===== src/rtl/i2c_master_transfer_sequencer_core_assert.svh =====
// ----------------------------------------------------------------------------
// I2C transfer sequencer assertion macros
// Shorthand for clocked implication checks, disabled while in reset.
// ----------------------------------------------------------------------------
`ifndef I2C_MASTER_TRANSFER_SEQUENCER_CORE_ASSERT_SVH
`define I2C_MASTER_TRANSFER_SEQUENCER_CORE_ASSERT_SVH

// consequent must hold in the same cycle as the antecedent
`define I2CSEQ_ASSERT_NOW(lbl, ante, cons, msg) \
	lbl: assert property (@(posedge clk) disable iff (!arst_n) (ante) |-> (cons)) \
		else $error(msg);

// consequent must hold in the cycle after the antecedent
`define I2CSEQ_ASSERT_NEXT(lbl, ante, cons, msg) \
	lbl: assert property (@(posedge clk) disable iff (!arst_n) (ante) |=> (cons)) \
		else $error(msg);

`endif


===== src/rtl/i2cseq_pkg.sv =====
// ----------------------------------------------------------------------------
// I2C transfer sequencer package
// Shared types, codes and helpers for the front, queue and back.
// ----------------------------------------------------------------------------
package i2cseq_pkg;

	localparam int QueueDepth = 2;

	localparam int LenW    = 9;
	localparam int ByteW   = 8;
	localparam int AddrW   = 7;
	localparam int StoreAw = 8;
	localparam int StoreDepth = 1 << StoreAw;

	localparam logic [LenW-1:0] MaxBytes = 9'd256;
	localparam logic [AddrW-1:0] SlaveAddrReset = 7'h68;

	// input item kinds
	localparam logic [1:0] KindStart = 2'd0;
	localparam logic [1:0] KindEvent = 2'd1;
	localparam logic [1:0] KindLoad  = 2'd2;

	// controller flag bits
	localparam int FlagSb   = 0;
	localparam int FlagAddr = 1;
	localparam int FlagRxne = 2;
	localparam int FlagTxe  = 3;
	localparam int FlagBtf  = 4;

	// configuration register indexes
	localparam logic [1:0] RegSlaveAddr = 2'd0;
	localparam logic [1:0] RegWriteLen  = 2'd1;
	localparam logic [1:0] RegReadLen   = 2'd2;
	localparam logic [1:0] RegCircular  = 2'd3;

	// ack / buffer irq control codes
	localparam logic [1:0] CtlKeep = 2'd0;
	localparam logic [1:0] CtlOn   = 2'd1;
	localparam logic [1:0] CtlOff  = 2'd2;

	// reported transfer state codes
	localparam logic [1:0] TsIdle  = 2'd0;
	localparam logic [1:0] TsBusy  = 2'd1;
	localparam logic [1:0] TsDone  = 2'd2;
	localparam logic [1:0] TsError = 2'd3;

	typedef enum logic [2:0] {
		EV_NONE  = 3'd0,
		EV_START = 3'd1,
		EV_LOAD  = 3'd2,
		EV_SB    = 3'd3,
		EV_ADDR  = 3'd4,
		EV_RXNE  = 3'd5,
		EV_TXE   = 3'd6,
		EV_BTF   = 3'd7
	} ev_t;

	typedef enum logic [3:0] {
		ST_IDLE  = 4'b0001,
		ST_BUSY  = 4'b0010,
		ST_DONE  = 4'b0100,
		ST_ERROR = 4'b1000
	} status_t;

	typedef struct packed {
		ev_t               ev;
		logic              btf;
		logic [ByteW-1:0]  data;
		logic [StoreAw-1:0] idx;
	} qent_t;

	typedef struct packed {
		logic             wr;
		logic [1:0]       index;
		logic [LenW-1:0]  data;
	} cfg_wr_t;

	typedef struct packed {
		logic             send_valid;
		logic [ByteW-1:0] send_byte;
		logic             request_start;
		logic             request_stop;
		logic [1:0]       ack_control;
		logic [1:0]       buffer_irq_control;
		logic             recv_valid;
		logic [ByteW-1:0] recv_index;
		logic [ByteW-1:0] recv_byte;
		logic [1:0]       transfer_state;
		logic             done_pulse;
	} result_t;

	function automatic logic [LenW-1:0] clamp_len(input logic [LenW-1:0] v);
		return (v > MaxBytes) ? MaxBytes : v;
	endfunction

	function automatic logic [1:0] status_code(input status_t s);
		logic [1:0] c;
		unique case (s)
			ST_IDLE:  c = TsIdle;
			ST_BUSY:  c = TsBusy;
			ST_DONE:  c = TsDone;
			ST_ERROR: c = TsError;
			default:  c = TsIdle;
		endcase
		return c;
	endfunction

endpackage


===== src/rtl/i2cseq_front.sv =====
// ----------------------------------------------------------------------------
// I2C transfer sequencer front
// Accepts items and reduces them to one event code by flag priority.
// ----------------------------------------------------------------------------
module i2cseq_front (
	input  logic                 in_valid,
	output logic                 in_ready,
	input  logic [1:0]           kind,
	input  logic [4:0]           status_flags,
	input  logic [7:0]           data_byte,
	input  logic [7:0]           load_index,
	input  logic                 q_full,
	output logic                 push,
	output i2cseq_pkg::qent_t    push_ent
);
	import i2cseq_pkg::*;

	ev_t ev;

	assign in_ready = !q_full;
	assign push     = in_valid && !q_full;

	always_comb begin
		ev = EV_NONE;
		if (kind == KindStart) begin
			ev = EV_START;
		end else if (kind == KindLoad) begin
			ev = EV_LOAD;
		end else if (kind == KindEvent) begin
			// start sent > address sent > rx not empty > tx empty > byte finished
			priority if (status_flags[FlagSb])   ev = EV_SB;
			else if (status_flags[FlagAddr])     ev = EV_ADDR;
			else if (status_flags[FlagRxne])     ev = EV_RXNE;
			else if (status_flags[FlagTxe])      ev = EV_TXE;
			else if (status_flags[FlagBtf])      ev = EV_BTF;
			else                                 ev = EV_NONE;
		end
	end

	assign push_ent.ev   = ev;
	assign push_ent.btf  = status_flags[FlagBtf];
	assign push_ent.data = data_byte;
	assign push_ent.idx  = load_index;

endmodule


===== src/rtl/i2cseq_queue.sv =====
// ----------------------------------------------------------------------------
// I2C transfer sequencer queue
// Small FIFO of classified items between front and back.
// ----------------------------------------------------------------------------
module i2cseq_queue #(
	parameter int DEPTH = i2cseq_pkg::QueueDepth
) (
	input  logic                 clk,
	input  logic                 arst_n,
	input  logic                 push,
	input  i2cseq_pkg::qent_t    push_ent,
	input  logic                 pop,
	output i2cseq_pkg::qent_t    head,
	output logic                 nonempty,
	output logic                 full
);
	import i2cseq_pkg::*;

	localparam int PtrW = (DEPTH > 1) ? $clog2(DEPTH) : 1;
	localparam int CntW = $clog2(DEPTH + 1);

	qent_t             ent_q [DEPTH];
	logic [PtrW-1:0]   wptr_q;
	logic [PtrW-1:0]   rptr_q;
	logic [CntW-1:0]   count_q;

	function automatic logic [PtrW-1:0] ptr_inc(input logic [PtrW-1:0] p);
		return (p == PtrW'(DEPTH - 1)) ? '0 : p + PtrW'(1);
	endfunction

	assign nonempty = (count_q != '0);
	assign full     = (count_q == CntW'(DEPTH));
	assign head     = ent_q[rptr_q];

	always_ff @(posedge clk) begin
		if (push) ent_q[wptr_q] <= push_ent;
	end

	always_ff @(posedge clk or negedge arst_n) begin
		if (!arst_n) begin
			wptr_q  <= '0;
			rptr_q  <= '0;
			count_q <= '0;
		end else begin
			if (push) wptr_q <= ptr_inc(wptr_q);
			if (pop)  rptr_q <= ptr_inc(rptr_q);
			if (push && !pop)      count_q <= count_q + CntW'(1);
			else if (pop && !push) count_q <= count_q - CntW'(1);
		end
	end

endmodule


===== src/rtl/i2cseq_back.sv =====
// ----------------------------------------------------------------------------
// I2C transfer sequencer back
// Executes one event per cycle, unless the output stalls, against the transfer
// state; owns the config registers and write byte store and holds the result.
// ----------------------------------------------------------------------------
module i2cseq_back (
	input  logic                 clk,
	input  logic                 arst_n,
	input  i2cseq_pkg::cfg_wr_t  cfg,
	input  logic                 q_nonempty,
	input  i2cseq_pkg::qent_t    head,
	output logic                 pop,
	output logic                 out_valid,
	input  logic                 out_ready,
	output i2cseq_pkg::result_t  res_out,
	output logic                 err_state
);
	import i2cseq_pkg::*;

	// configuration
	logic [AddrW-1:0] addr_q;
	logic [LenW-1:0]  wlen_q;
	logic [LenW-1:0]  rlen_q;
	logic             circ_q;

	// transfer state
	logic [LenW-1:0]  wrem_q;
	logic [LenW-1:0]  rrem_q;
	logic             wact_q;
	logic             ract_q;
	status_t          status_q;

	// next-state and result of the head item
	logic [LenW-1:0]  n_wrem, n_rrem;
	logic             n_wact, n_ract;
	status_t          n_status;
	result_t          res;
	logic             err, wdone, rdone, from_store;
	logic [LenW-1:0]  w_off, r_off;

	// output register and store read data
	logic             valid_s2;
	result_t          res_s2;
	logic             from_store_s2;
	logic [ByteW-1:0] store_mem [StoreDepth];
	logic [ByteW-1:0] rdata_q;

	assign pop       = q_nonempty && (!valid_s2 || out_ready);
	assign out_valid = valid_s2;
	assign err_state = (status_q == ST_ERROR);

	assign w_off = wlen_q - wrem_q;
	assign r_off = rlen_q - rrem_q;

	always_comb begin
		n_wrem     = wrem_q;
		n_rrem     = rrem_q;
		n_wact     = wact_q;
		n_ract     = ract_q;
		n_status   = status_q;
		res        = '0;
		err        = 1'b0;
		from_store = 1'b0;
		wdone      = 1'b0;
		rdone      = 1'b0;

		unique case (head.ev)
			EV_START: begin
				n_status          = ST_BUSY;
				res.request_start = 1'b1;
			end
			EV_SB, EV_ADDR, EV_RXNE, EV_TXE, EV_BTF: begin
				if (status_q != ST_ERROR) begin
					if (wact_q) begin
						unique case (head.ev)
							EV_SB: begin
								res.send_valid = 1'b1;
								res.send_byte  = {addr_q, 1'b0};
							end
							EV_ADDR: res.buffer_irq_control = CtlOn;
							EV_TXE: begin
								if (wrem_q != '0) begin
									if (wrem_q > wlen_q) begin
										err = 1'b1;
									end else begin
										res.send_valid = 1'b1;
										from_store     = 1'b1;
										n_wrem         = wrem_q - LenW'(1);
									end
								end else if (head.btf) begin
									res.buffer_irq_control = CtlOff;
									if (ract_q && rrem_q != '0) res.request_start = 1'b1;
									else                        res.request_stop  = 1'b1;
									n_wact = 1'b0;
								end
							end
							default: ;
						endcase
					end else if (ract_q) begin
						unique case (head.ev)
							EV_SB: begin
								res.send_valid = 1'b1;
								res.send_byte  = {addr_q, 1'b1};
							end
							EV_ADDR: begin
								res.ack_control        = CtlOn;
								res.buffer_irq_control = CtlOn;
								if (rlen_q == LenW'(1)) begin
									if (rrem_q > rlen_q || rrem_q == '0) begin
										err = 1'b1;
									end else begin
										res.ack_control  = CtlOff;
										res.request_stop = 1'b1;
									end
								end
							end
							EV_RXNE: begin
								if (rrem_q != '0) begin
									if (rrem_q > rlen_q) begin
										err = 1'b1;
									end else begin
										// NACK and stop go out ahead of the last byte
										if (rrem_q == LenW'(2)) begin
											res.ack_control  = CtlOff;
											res.request_stop = 1'b1;
										end
										res.recv_valid = 1'b1;
										res.recv_index = r_off[ByteW-1:0];
										res.recv_byte  = head.data;
										n_rrem         = rrem_q - LenW'(1);
										if (rrem_q == LenW'(1)) begin
											res.buffer_irq_control = CtlOff;
											n_ract = 1'b0;
										end
									end
								end
							end
							default: ;
						endcase
					end

					if (err) begin
						n_status = ST_ERROR;
					end else begin
						wdone = !n_wact || n_wrem == '0;
						rdone = !n_ract || n_rrem == '0;
						if (wdone && rdone && status_q == ST_BUSY) begin
							n_status       = ST_DONE;
							res.done_pulse = 1'b1;
							if (circ_q) begin
								n_wrem            = wlen_q;
								n_wact            = (wlen_q != '0);
								n_rrem            = rlen_q;
								n_ract            = (rlen_q != '0);
								n_status          = ST_BUSY;
								res.request_start = 1'b1;
							end
						end
					end
				end
			end
			EV_LOAD, EV_NONE: ;
			default: ;
		endcase

		res.transfer_state = status_code(n_status);
	end

	// write byte store, one write or one read per executed item
	always_ff @(posedge clk) begin
		if (pop && head.ev == EV_LOAD) store_mem[head.idx] <= head.data;
		if (pop && from_store)         rdata_q <= store_mem[w_off[StoreAw-1:0]];
	end

	always_ff @(posedge clk) begin
		if (pop) begin
			res_s2        <= res;
			from_store_s2 <= from_store;
		end
	end

	always_comb begin
		res_out = res_s2;
		if (from_store_s2) res_out.send_byte = rdata_q;
	end

	always_ff @(posedge clk or negedge arst_n) begin
		if (!arst_n) begin
			valid_s2 <= 1'b0;
			addr_q   <= SlaveAddrReset;
			wlen_q   <= '0;
			rlen_q   <= '0;
			circ_q   <= 1'b0;
			wrem_q   <= '0;
			rrem_q   <= '0;
			wact_q   <= 1'b0;
			ract_q   <= 1'b0;
			status_q <= ST_IDLE;
		end else begin
			if (pop)            valid_s2 <= 1'b1;
			else if (out_ready) valid_s2 <= 1'b0;

			if (pop) begin
				wrem_q   <= n_wrem;
				rrem_q   <= n_rrem;
				wact_q   <= n_wact;
				ract_q   <= n_ract;
				status_q <= n_status;
			end

			// user must keep these written only while idle, so no overlap with an executing item; unenforced here
			if (cfg.wr) begin
				unique case (cfg.index)
					RegSlaveAddr: addr_q <= cfg.data[AddrW-1:0];
					RegWriteLen: begin
						wlen_q <= clamp_len(cfg.data);
						wrem_q <= clamp_len(cfg.data);
						wact_q <= (clamp_len(cfg.data) != '0);
					end
					RegReadLen: begin
						rlen_q <= clamp_len(cfg.data);
						rrem_q <= clamp_len(cfg.data);
						ract_q <= (clamp_len(cfg.data) != '0);
					end
					RegCircular: circ_q <= cfg.data[0];
					default: ;
				endcase
			end
		end
	end

endmodule


===== src/rtl/i2c_master_transfer_sequencer_core.sv =====
// ----------------------------------------------------------------------------
// I2C master transfer sequencer core
// Drives an I2C master controller through a write then repeated-start read,
// one controller event per item.
//
// Channel  Handshake            Payload
// in       in_valid/in_ready    kind, status_flags, data_byte, load_index
// out      out_valid/out_ready  send_*, request_*, *_control, recv_*, state
// cfg      cfg_valid/cfg_ready  cfg_index, cfg_data
//
// Sustained rate is one item per cycle while out is not stalled; the single
// execute stage with one store read per item sets it. Results are registered.
// A queue of QUEUE_DEPTH items absorbs output stalls; in_ready drops when
// it is full. cfg_ready is always high.
// Reset clears control and configuration; the write store is not cleared.
// ----------------------------------------------------------------------------
`include "i2c_master_transfer_sequencer_core_assert.svh"

module i2c_master_transfer_sequencer_core #(
	parameter int QUEUE_DEPTH = i2cseq_pkg::QueueDepth
) (
	input  logic        clk,
	input  logic        arst_n,

	input  logic        in_valid,
	output logic        in_ready,
	input  logic [1:0]  kind,
	input  logic [4:0]  status_flags,
	input  logic [7:0]  data_byte,
	input  logic [7:0]  load_index,

	input  logic        cfg_valid,
	output logic        cfg_ready,
	input  logic [1:0]  cfg_index,
	input  logic [8:0]  cfg_data,

	output logic        out_valid,
	input  logic        out_ready,
	output logic        send_valid,
	output logic [7:0]  send_byte,
	output logic        request_start,
	output logic        request_stop,
	output logic [1:0]  ack_control,
	output logic [1:0]  buffer_irq_control,
	output logic        recv_valid,
	output logic [7:0]  recv_index,
	output logic [7:0]  recv_byte,
	output logic [1:0]  transfer_state,
	output logic        done_pulse
);
	import i2cseq_pkg::*;

	qent_t   push_ent, head;
	logic    push, pop, q_nonempty, q_full, err_state;
	cfg_wr_t cfg;
	result_t res;

	assign cfg_ready = 1'b1;
	assign cfg.wr    = cfg_valid;
	assign cfg.index = cfg_index;
	assign cfg.data  = cfg_data;

	i2cseq_front u_front (
		.in_valid     (in_valid),
		.in_ready     (in_ready),
		.kind         (kind),
		.status_flags (status_flags),
		.data_byte    (data_byte),
		.load_index   (load_index),
		.q_full       (q_full),
		.push         (push),
		.push_ent     (push_ent)
	);

	i2cseq_queue #(.DEPTH(QUEUE_DEPTH)) u_queue (
		.clk      (clk),
		.arst_n   (arst_n),
		.push     (push),
		.push_ent (push_ent),
		.pop      (pop),
		.head     (head),
		.nonempty (q_nonempty),
		.full     (q_full)
	);

	i2cseq_back u_back (
		.clk        (clk),
		.arst_n     (arst_n),
		.cfg        (cfg),
		.q_nonempty (q_nonempty),
		.head       (head),
		.pop        (pop),
		.out_valid  (out_valid),
		.out_ready  (out_ready),
		.res_out    (res),
		.err_state  (err_state)
	);

	assign send_valid         = res.send_valid;
	assign send_byte          = res.send_byte;
	assign request_start      = res.request_start;
	assign request_stop       = res.request_stop;
	assign ack_control        = res.ack_control;
	assign buffer_irq_control = res.buffer_irq_control;
	assign recv_valid         = res.recv_valid;
	assign recv_index         = res.recv_index;
	assign recv_byte          = res.recv_byte;
	assign transfer_state     = res.transfer_state;
	assign done_pulse         = res.done_pulse;

	`I2CSEQ_ASSERT_NOW(a_send_recv_excl, out_valid, !(send_valid && recv_valid), "send and receive in one result")
	`I2CSEQ_ASSERT_NOW(a_done_state, out_valid && done_pulse, transfer_state == TsDone || transfer_state == TsBusy, "done pulse with wrong state")
	`I2CSEQ_ASSERT_NEXT(a_err_sticky, err_state && !(pop && head.ev == EV_START), err_state, "error left without start request")

endmodule


===== config.mk =====
export PLATFORM = sky130hd
export DESIGN_NAME = i2c_master_transfer_sequencer_core
export DESIGN_NICKNAME = d
export VERILOG_FILES = /design/src/rtl/i2cseq_pkg.sv /design/src/rtl/i2cseq_front.sv /design/src/rtl/i2cseq_queue.sv /design/src/rtl/i2cseq_back.sv /design/src/rtl/i2c_master_transfer_sequencer_core.sv
export VERILOG_INCLUDE_DIRS = /design/src /design/src/rtl
export SDC_FILE = /design/constraint.sdc
export NUM_CORES = 2
export LEC_CHECK = 0
export BUFFER_PORTS_ARGS = -buffer_cell sky130_fd_sc_hd__buf_4
export CAP_MARGIN = 20
export CELL_PAD_IN_SITES_DETAIL_PLACEMENT = 1
export CELL_PAD_IN_SITES_GLOBAL_PLACEMENT = 2
export CORE_ASPECT_RATIO = 1.2
export CORE_MARGIN = 4
export CORE_UTILIZATION = 55
export CTS_BUF_LIST = sky130_fd_sc_hd__clkbuf_8
export CTS_CLUSTER_SIZE = 24
export DETAILED_ROUTE_END_ITERATION = 6
export GPL_TIMING_DRIVEN = 0
export PLACE_DENSITY = 0.89
export SLEW_MARGIN = 10
export SYNTH_ARGS = -nofsm -noshare
export SYNTH_HDL_FRONTEND = slang
export SYNTH_SLANG_ARGS = --single-unit

===== constraint.sdc =====
create_clock -name clk -period 9.8 [get_ports clk]
set_input_delay 2.94 -clock clk [delete_from_list [all_inputs] [get_ports clk]]
set_output_delay 2.94 -clock clk [all_outputs]
set_load 0.02 [all_outputs]

==> results by group <==
Cells and area
  • Final nets: 4536
  • Post-route non-filler standard cell count: 6792
  • Area grow syn2layout: 11.87%
  • Layout cells sized above 1: 0.2835
  • Most common cell after layout, fill and taps aside: edfxtp_1
  • Most frequent cells in the layout: edfxtp_1 (2132), mux4_2 (680), clkbuf_8 (345), nor2_1 (307), inv_1 (137)
  • Design area: 96970 sq um

Detailed routing
  • ANT nets after route: 0
  • Residual DRC: 7
  • Drt first pass iters: 7
  • Routed len/inst: 38.04 um
  • Vias: 45.96k
  • Post-DR vias/cell: 6.767
  • Initial drt markers: 6718
  • Final wirelength: 258.4 mm

Worst setup path
  • Arrival time at the worst endpoint: 7380 ps
  • Worst setup EP type: register
  • Crit Path Class: in2reg
  • Element type at the critical path start: primary input
  • Data required, critical path: 10490 ps
  • Crit Path Max Fanout: 40

Power
  • Peak VDD IR: 0.2569 mV
  • LEAKAGE: 30.79 nW
  • Pwr/cell area: 325.1 nW/um^2

Place
  • IO buf count: 74
  • Cell Area, Placed: 90580 sq um
  • GP Congestion: 0.9117
  • Placed insts: 6187
  • Pre-CTS WS: 2132 ps
  • HPWL after DPL: 160.8 mm

STA
  • Unrepaired setup endpoints after global routing: false
  • TNS Setup: 0 ps
  • Post-layout min period: 6687 ps
  • Fin crit share: 0.6824
  • Actual slew at the worst max-slew pin: 1164 ps
  • Fmax: 149.5 MHz
  • Setup-failing EPs final: 0
  • Final Hold Fails: 0
  • Number of max-slew violations in the final report: 0
  • Setup skew after layout: 76.07 ps
  • Fin worst setup slack: 3113 ps
  • Worst slew margin: 0.2238

Floorplanning
  • Rows: 159
  • Die area: 164000 sq um
  • Total core area: 156600 sq um
  • Num ports: 77
  • Starting Density: 0.5537
  • Chip Height: 442.9 um
  • Die X-Extent: 370.4 um

GRT
  • Initial antenna violation count: 19
  • Gr usage total: 0.3190
  • First-pass GRT wire length: 366.6 mm
  • Total congestion overflow: 0
  • Vias in the first global route: 48.25k
  • Largest net degree at the start of global routing: 139

Yosys
  • Post-synthesis cell count: 3992
  • Synthesized flop and latch total: 2187
  • Syn Nets: 4071
  • Primary FF master, synth: edfxtp_1
  • Synth warn: 0
  • Share of the yosys chip area belonging to registers: 0.7545
  • Asr flop ratio synth: 0.02515
  • Cell Area, Synth: 86680 sq um
  • Syn_area_per_cell: 21.71 sq um
  • EDFF count, synth: 2132
  • Number of distinct library cells after synthesis: 73

CTS
  • Num CTS Buffers: 338
  • CTS tree: built
  • Worst skew pair latency: 1090 ps
  • CTS max path bufs: 4
  • Max H-tree Level: 5
  • Root Buffer: clkbuf_8
  • PostCTS Resize Cnt: 0
  • Number of setup buffers added after CTS: 0
  • Cts hold-fix bufs: 0
  • Clock sinks: 2187
  • CTS clk-pin slew, worst paths: 70 ps

Run
  • Max cap viols: 0

Status
  • Failing checks: DRC
  • Outcome: finished with violations

Hold path
  • Min-Delay Path Class: reg2reg
-- power breakdown --
group          internal (mW)  switching (mW)  leakage (nW)
combinational           4.79            7.71          7.52
clock                   3.59            3.71          3.40
sequential              11.6           0.127          19.9
total                   20.0            11.5          30.8
-- synth_stat cells (3+ instances only) --
| master | number | area [sq um] |
|---|---|---|
| clkbuf_1 | 154 | 578.1 |
| nor3_1 | 19 | 95.09 |
| nor2b_1 | 6 | 37.54 |
| a22o_1 | 6 | 52.55 |
| buf_1 | 50 | 187.7 |
| nand4_1 | 4 | 25.02 |
| xnor2_1 | 11 | 96.34 |
| o21ai_0 | 56 | 280.3 |
| mux2_2 | 29 | 326.6 |
| a21o_1 | 7 | 52.55 |
| o211ai_1 | 6 | 45.04 |
| o22ai_1 | 7 | 43.79 |
| or2_2 | 5 | 31.28 |
| buf_4 | 23 | 172.7 |
| nand2_1 | 109 | 409.1 |
| nor3b_1 | 3 | 22.52 |
| a211oi_1 | 4 | 30.03 |
| xor2_1 | 6 | 52.55 |
| mux2i_1 | 12 | 120.1 |
| a22oi_1 | 11 | 82.58 |
| inv_1 | 56 | 210.2 |
| a31oi_1 | 10 | 62.56 |
| dfrtp_1 | 51 | 1276 |
| nor4b_1 | 5 | 43.79 |
| and2_1 | 13 | 81.33 |
| edfxtp_1 | 2132 | 64020 |
| or4_1 | 4 | 30.03 |
| or3_1 | 3 | 18.77 |
| o32ai_1 | 11 | 96.34 |
| mux4_2 | 680 | 15310 |
| o21ai_1 | 5 | 25.02 |
| dfstp_2 | 4 | 105.1 |
| nand2b_1 | 22 | 137.6 |
| a21oi_1 | 33 | 165.2 |
| a32oi_1 | 5 | 43.79 |
| ha_1 | 38 | 475.5 |
| and3_1 | 16 | 100.1 |
| o21a_1 | 3 | 22.52 |
| nor2_1 | 308 | 1156 |
| nor4_1 | 8 | 50.05 |
| nand3_1 | 15 | 75.07 |
-- state kept, by name, summed over array words and instances (netlist names), 2 cells and up --
register and count:
u_back.store_mem 2048, u_queue.ent_q 40, u_back.res_out 27, u_back.rlen_q 9, u_back.rrem_q 9, u_back.wlen_q 9
u_back.wrem_q 9, u_back.rdata_q 8, u_back.res_s2 8, u_back.addr_q 7, u_back.status_q 4, u_queue.count_q 2
-- area by class of cell --
| type | count | area, sq um |
|---|---|---|
| timing repair buffer | 125 | 1415 |
| buffer | 230 | 992.2 |
| tap | 2093 | 2619 |
| fill | 12890 | 59590 |
| clock buffer | 345 | 4748 |
| sequential | 2187 | 65400 |
| antenna | 8 | 20.02 |
| clock inverter | 229 | 1294 |
| multi-input combinational | 1519 | 20270 |
| inverter | 56 | 210.2 |
-- logic make-up after synthesis --
group,synth area share
flip-flops,0.7545
multiplexers,0.1818
AND/OR/NAND/NOR,0.02826
buffers and inverters,0.01350
AO/OA/AOI/OAI,0.01420
adder cells (fa/ha/maj),0.005947
XOR/XNOR,0.001718
other,0.00004326
-- through the flow --
stage / hold WS [ps] / power, mW / util
CTS: 491.5 / 31.17 / 0.6172
finish: 494.2 / 31.52 / 0.6194
detailed placement: 485.2 / 23.85 / 0.5786
floorplan: 451.2 / 18.81 / -
global route: 527.4 / 32.23 / 0.6193
global placement: 466.5 / 23.38 / 0.5739
-- worst paths after layout --
path / end / depth (start not counted) / slack, ps / startpoint
worst max-delay path: u_back.store_mem[88][0] / 9 / 3110 / out_ready
worst min-delay path: u_back.status_q[0] / 2 / 490 / u_back.status_q[0]
worst max register to register: u_back.rdata_q[3] / 11 / 3840 / u_back.wlen_q[0]
worst min register to register: u_back.status_q[0] / 2 / 490 / u_back.status_q[0]
max in group asynchronous: u_queue.wptr_q / 1 / 7270 / arst_n
min in group asynchronous: u_back.status_q[1] / 1 / 1950 / arst_n
-- layer usage --
metal / wire length, um / GRT usage
met1: 84740 / 0.3917
met2: 129300 / 0.5200
met3: 26080 / 0.07760
met4: 18110 / 0.1867
met5: 126 / 0
-- critical path, cell delays in order --
cell,delay (ps)
buf_4,80
nand2b_1,120
o21ai_1,340
inv_2,790
nand3_1,340
nor2_1,380
nand2_1,720
clkbuf_1,690
nor2_1,940
Power figures use the tool's default switching activity.
